===== config.mk =====
export PLATFORM = sky130hd
export DESIGN_NAME = mfw_median
export DESIGN_NICKNAME = d
export VERILOG_FILES = /design/src/hw/rtl/mfw_pkg.sv /design/src/hw/rtl/mfw_median.sv
export SDC_FILE = /design/constraint.sdc
export NUM_CORES = 1
export LEC_CHECK = 0
export BUFFER_PORTS_ARGS = -buffer_cell sky130_fd_sc_hd__buf_4
export CAP_MARGIN = 10
export CORE_UTILIZATION = 50
export DETAILED_ROUTE_END_ITERATION = 7
export GPL_TIMING_DRIVEN = 0
export PLACE_DENSITY = 0.7
export SETUP_SLACK_MARGIN = 0.3
export SYNTH_ARGS = -nofsm -noshare
export SYNTH_HDL_FRONTEND = slang
export SYNTH_SLANG_ARGS = --single-unit

===== constraint.sdc =====
create_clock -name vclk -period 10.97
set_input_delay 0.5485 -clock vclk [all_inputs]
set_output_delay 0.5485 -clock vclk [all_outputs]
set_load 0.005 [all_outputs]

===== src/hw/rtl/mfw_pkg.sv =====
`default_nettype none

package mfw_pkg;

  localparam int unsigned DATA_W      = 8;
  localparam int unsigned CFG_W       = 11;
  localparam int unsigned CFG_IDX_W   = 1;
  localparam int unsigned WINDOW_DEF  = 3;
  localparam int unsigned MAX_COLS_DEF = 1024;
  localparam int unsigned ROWS_LIMIT  = 1024;
  localparam int unsigned ROW_W       = 11;

  localparam logic [CFG_W-1:0] CFG_RESET = CFG_W'(1024);

  typedef enum logic [CFG_IDX_W-1:0] {
    REG_IMAGE_COLS = 1'b0,
    REG_IMAGE_ROWS = 1'b1
  } cfg_reg_e;

  typedef logic [DATA_W-1:0] pix_t;

endpackage

`default_nettype wire


===== src/hw/rtl/mfw_median.sv =====
`default_nettype none

module mfw_median #(
  parameter int unsigned WINDOW = mfw_pkg::WINDOW_DEF
) (
  input  wire mfw_pkg::pix_t [WINDOW*WINDOW-1:0] win_i,
  output mfw_pkg::pix_t                          med_o
);
  import mfw_pkg::*;

  localparam int unsigned Area = WINDOW * WINDOW;
  localparam int unsigned Mid  = Area / 2;
  localparam int unsigned CntW = $clog2(Area + 1);

  logic [CntW-1:0] lt_cnt [Area];
  logic [CntW-1:0] le_cnt [Area];
  logic [Area-1:0] hit;

  // rank of each element: it is the median when the middle rank falls in [lt, le)
  always_comb begin
    for (int i = 0; i < Area; i++) begin
      lt_cnt[i] = '0;
      le_cnt[i] = '0;
      for (int j = 0; j < Area; j++) begin
        lt_cnt[i] = lt_cnt[i] + CntW'(win_i[j] < win_i[i]);
        le_cnt[i] = le_cnt[i] + CntW'(win_i[j] <= win_i[i]);
      end
      hit[i] = (lt_cnt[i] <= CntW'(Mid)) && (le_cnt[i] > CntW'(Mid));
    end
  end

  // all hits carry the same value, so an or-reduction selects it
  always_comb begin
    med_o = '0;
    for (int i = 0; i < Area; i++) begin
      med_o = med_o | (hit[i] ? win_i[i] : '0);
    end
  end

endmodule

`default_nettype wire


==> flow_summary.yaml <==
run_status:
  status: "completed"
floorplanning:
  num_rows: 52
  ioPinCount: 80
  dieArea_mm2: 0.02156
  die_w_um: 146.8
  start_util_pct: 51.33
  die_h_um: 146.8
  coreArea_mm2: 0.02043
worst_setup_path:
  max_stage_delay_ns: 1.06
  critPathCaptureType: "output pin"
  worst-path-buf-inv: 6
  crit_arrival_ns: 6.58
  cp_data_required_time_ns: 10.42
  path_max_fanout: 8
  critPathLaunchType: "input pin"
  crit_slowest_cell: "a222oi_1"
  crit_type: "in2out"
  path_cells: "buf_4 -> inv_1 -> ha_1 -> nor2b_1 -> o21a_1 -> o21a_1 -> o21bai_1 -> a21boi_0 -> fa_1 -> inv_1 -> fa_1 -> inv_1 -> ha_1 -> fa_1 -> inv_1 -> fa_1 -> xor2_1 -> o21ai_1 -> a222oi_1 -> a222oi_1 -> nand3_1 -> buf_4"
  path_delay_family: "adder cells"
global_route:
  grt_pass1_wl_um: 55340
  grtUsageTotal_pct: 34.27
  grt_max_degree: 10
  overflow: 0
  grt_antenna_before_repair: 0
  grt_pass1_vias: 9651
route:
  wl_um: 36970
  drt.antenna.violating_nets: 0
  avgRoutedWirePerCell_um: 23.43
  via_count: 9877
  drt_first_pass_iters: 8
  drt-initial-drc-count: 749
  via_per_inst: 6.259
  drc: 0
clocking:
  holdBufCountCts: 0
  cts_setup_buffers: 0
  cts_resized: 0
pwr:
  ir_drop_uv: 76.47
  power_mw: 1.532
  p_per_area_mw_per_mm2: 134.1
  leakagePower_nw: 6.217
logic_synthesis:
  synth_cells: 1227
  synthTopCellsByArea: "ha_1, fa_1, inv_1"
  syn-num-nets: 1713
  synth-seq-area-share_pct: 0
  synth.top_cell.area_share_pct: 40.81
  yosys.area.top_type: "ha_1"
  synth_area_mm2: 0.01049
  synth_cell_type_count: 34
  avgSynthCellArea_um2: 8.546
  yosysWarnings: 0
final_layout:
  seq_cells: 0
  layout.cells.non_filler: 1578
  final_common_cell: "ha_1"
  seq_area_um2: 0
  nNetsFinal: 1796
  antennaDiodeCount: 0
  nFillCells: 1913
  drive_above_1_share_pct: 10.40
  area_growth_pct: 8.996
  multi_input_area_mm2: 0.009777
  clkbuf_count: 0
  final_cell_mix: "ha_1, inv_1, a21o_1, buf_4, nand4_1"
placed_design:
  port_buffers: 80
  dp.cells: 1577
  post-place-ws_ns: 3.994
  post-dp-hpwl_um: 29870
  place_congestion: 0.9986
timing:
  worst_hold_slack_ns: 1.558
  worst_slack_ns: 3.845
  fmax_mhz: 140.4
  max_slew_margin_pct: 5.379
  period_share_pct: 64.95
  setup_viol: 0
  hold_viol: 0
  min_period_ns: 7.125
  slew_violations: 0
  worstMarginPinSlew_ns: 1.419
  tns_ns: 0
  rsz0062_at_grt: "false"
flow_run:
  drv_cap: 0
worst_hold_path:
  hold_path.class: "in2out"
-- path summary, 6_finish.rpt --
kind	startpoint	endpoint	cells after the start	slack, ns
worst max-delay path	win_i[57]	med_o[3]	22	3.84
worst min-delay path	win_i[70]	med_o[6]	4	1.56
-- through the flow --
step | cell area [µm²] | util [%]
after floorplan | 10490 | -
after global placement | 11420 | 55.92
after detailed placement | 11420 | 55.92
after CTS | 11420 | 55.92
after global routing | 11430 | 55.95
final | 11430 | 55.95
-- cells in the mapped netlist, types with 12 or more instances --
cell	instances
o21ai_0	53
fa_1	72
o21bai_1	18
a21oi_1	53
a21boi_0	12
ha_1	342
a22oi_1	16
o21ba_2	24
inv_1	189
nor2b_1	51
or2_2	26
nand4_1	75
a21o_1	86
nor3_1	19
nand3_1	17
o21a_1	50
nor2_1	42
-- per-layer routing --
layer,track usage (%),wire length (µm),vias to the layer above
met2,55.59,16210,435
met1,44.24,15530,4667
met5,0,0,-
li1,-,-,4663
met4,15.68,1978,0
met3,6.025,3254,112
-- cell type report --
| class | instances | share of cell area, % |
|---|---|---|
| Timing Repair Buffer | 81 | 5.298 |
| Multi-Input combinational cell | 1038 | 85.54 |
| Tap cell | 270 | 2.956 |
| Inverter | 189 | 6.207 |
-- kinds of logic after synthesis --
kind of cell             synth area share [%]
adder cells (fa/ha/maj)                 54.55
AO/OA/AOI/OAI                           22.97
AND/OR/NAND/NOR                         14.38
buffers and inverters                   6.765
XOR/XNOR                                1.336
-- report_power, final --
group / leakage, nW / switching (mW) / internal [mW] / total (mW)
Sequential: 0 / 0 / 0 / 0
Combinational: 6.22 / 0.896 / 0.637 / 1.53
Clock: 0 / 0 / 0 / 0
Total: 6.22 / 0.896 / 0.637 / 1.53
No activity file was read; power rests on OpenSTA's default activity.
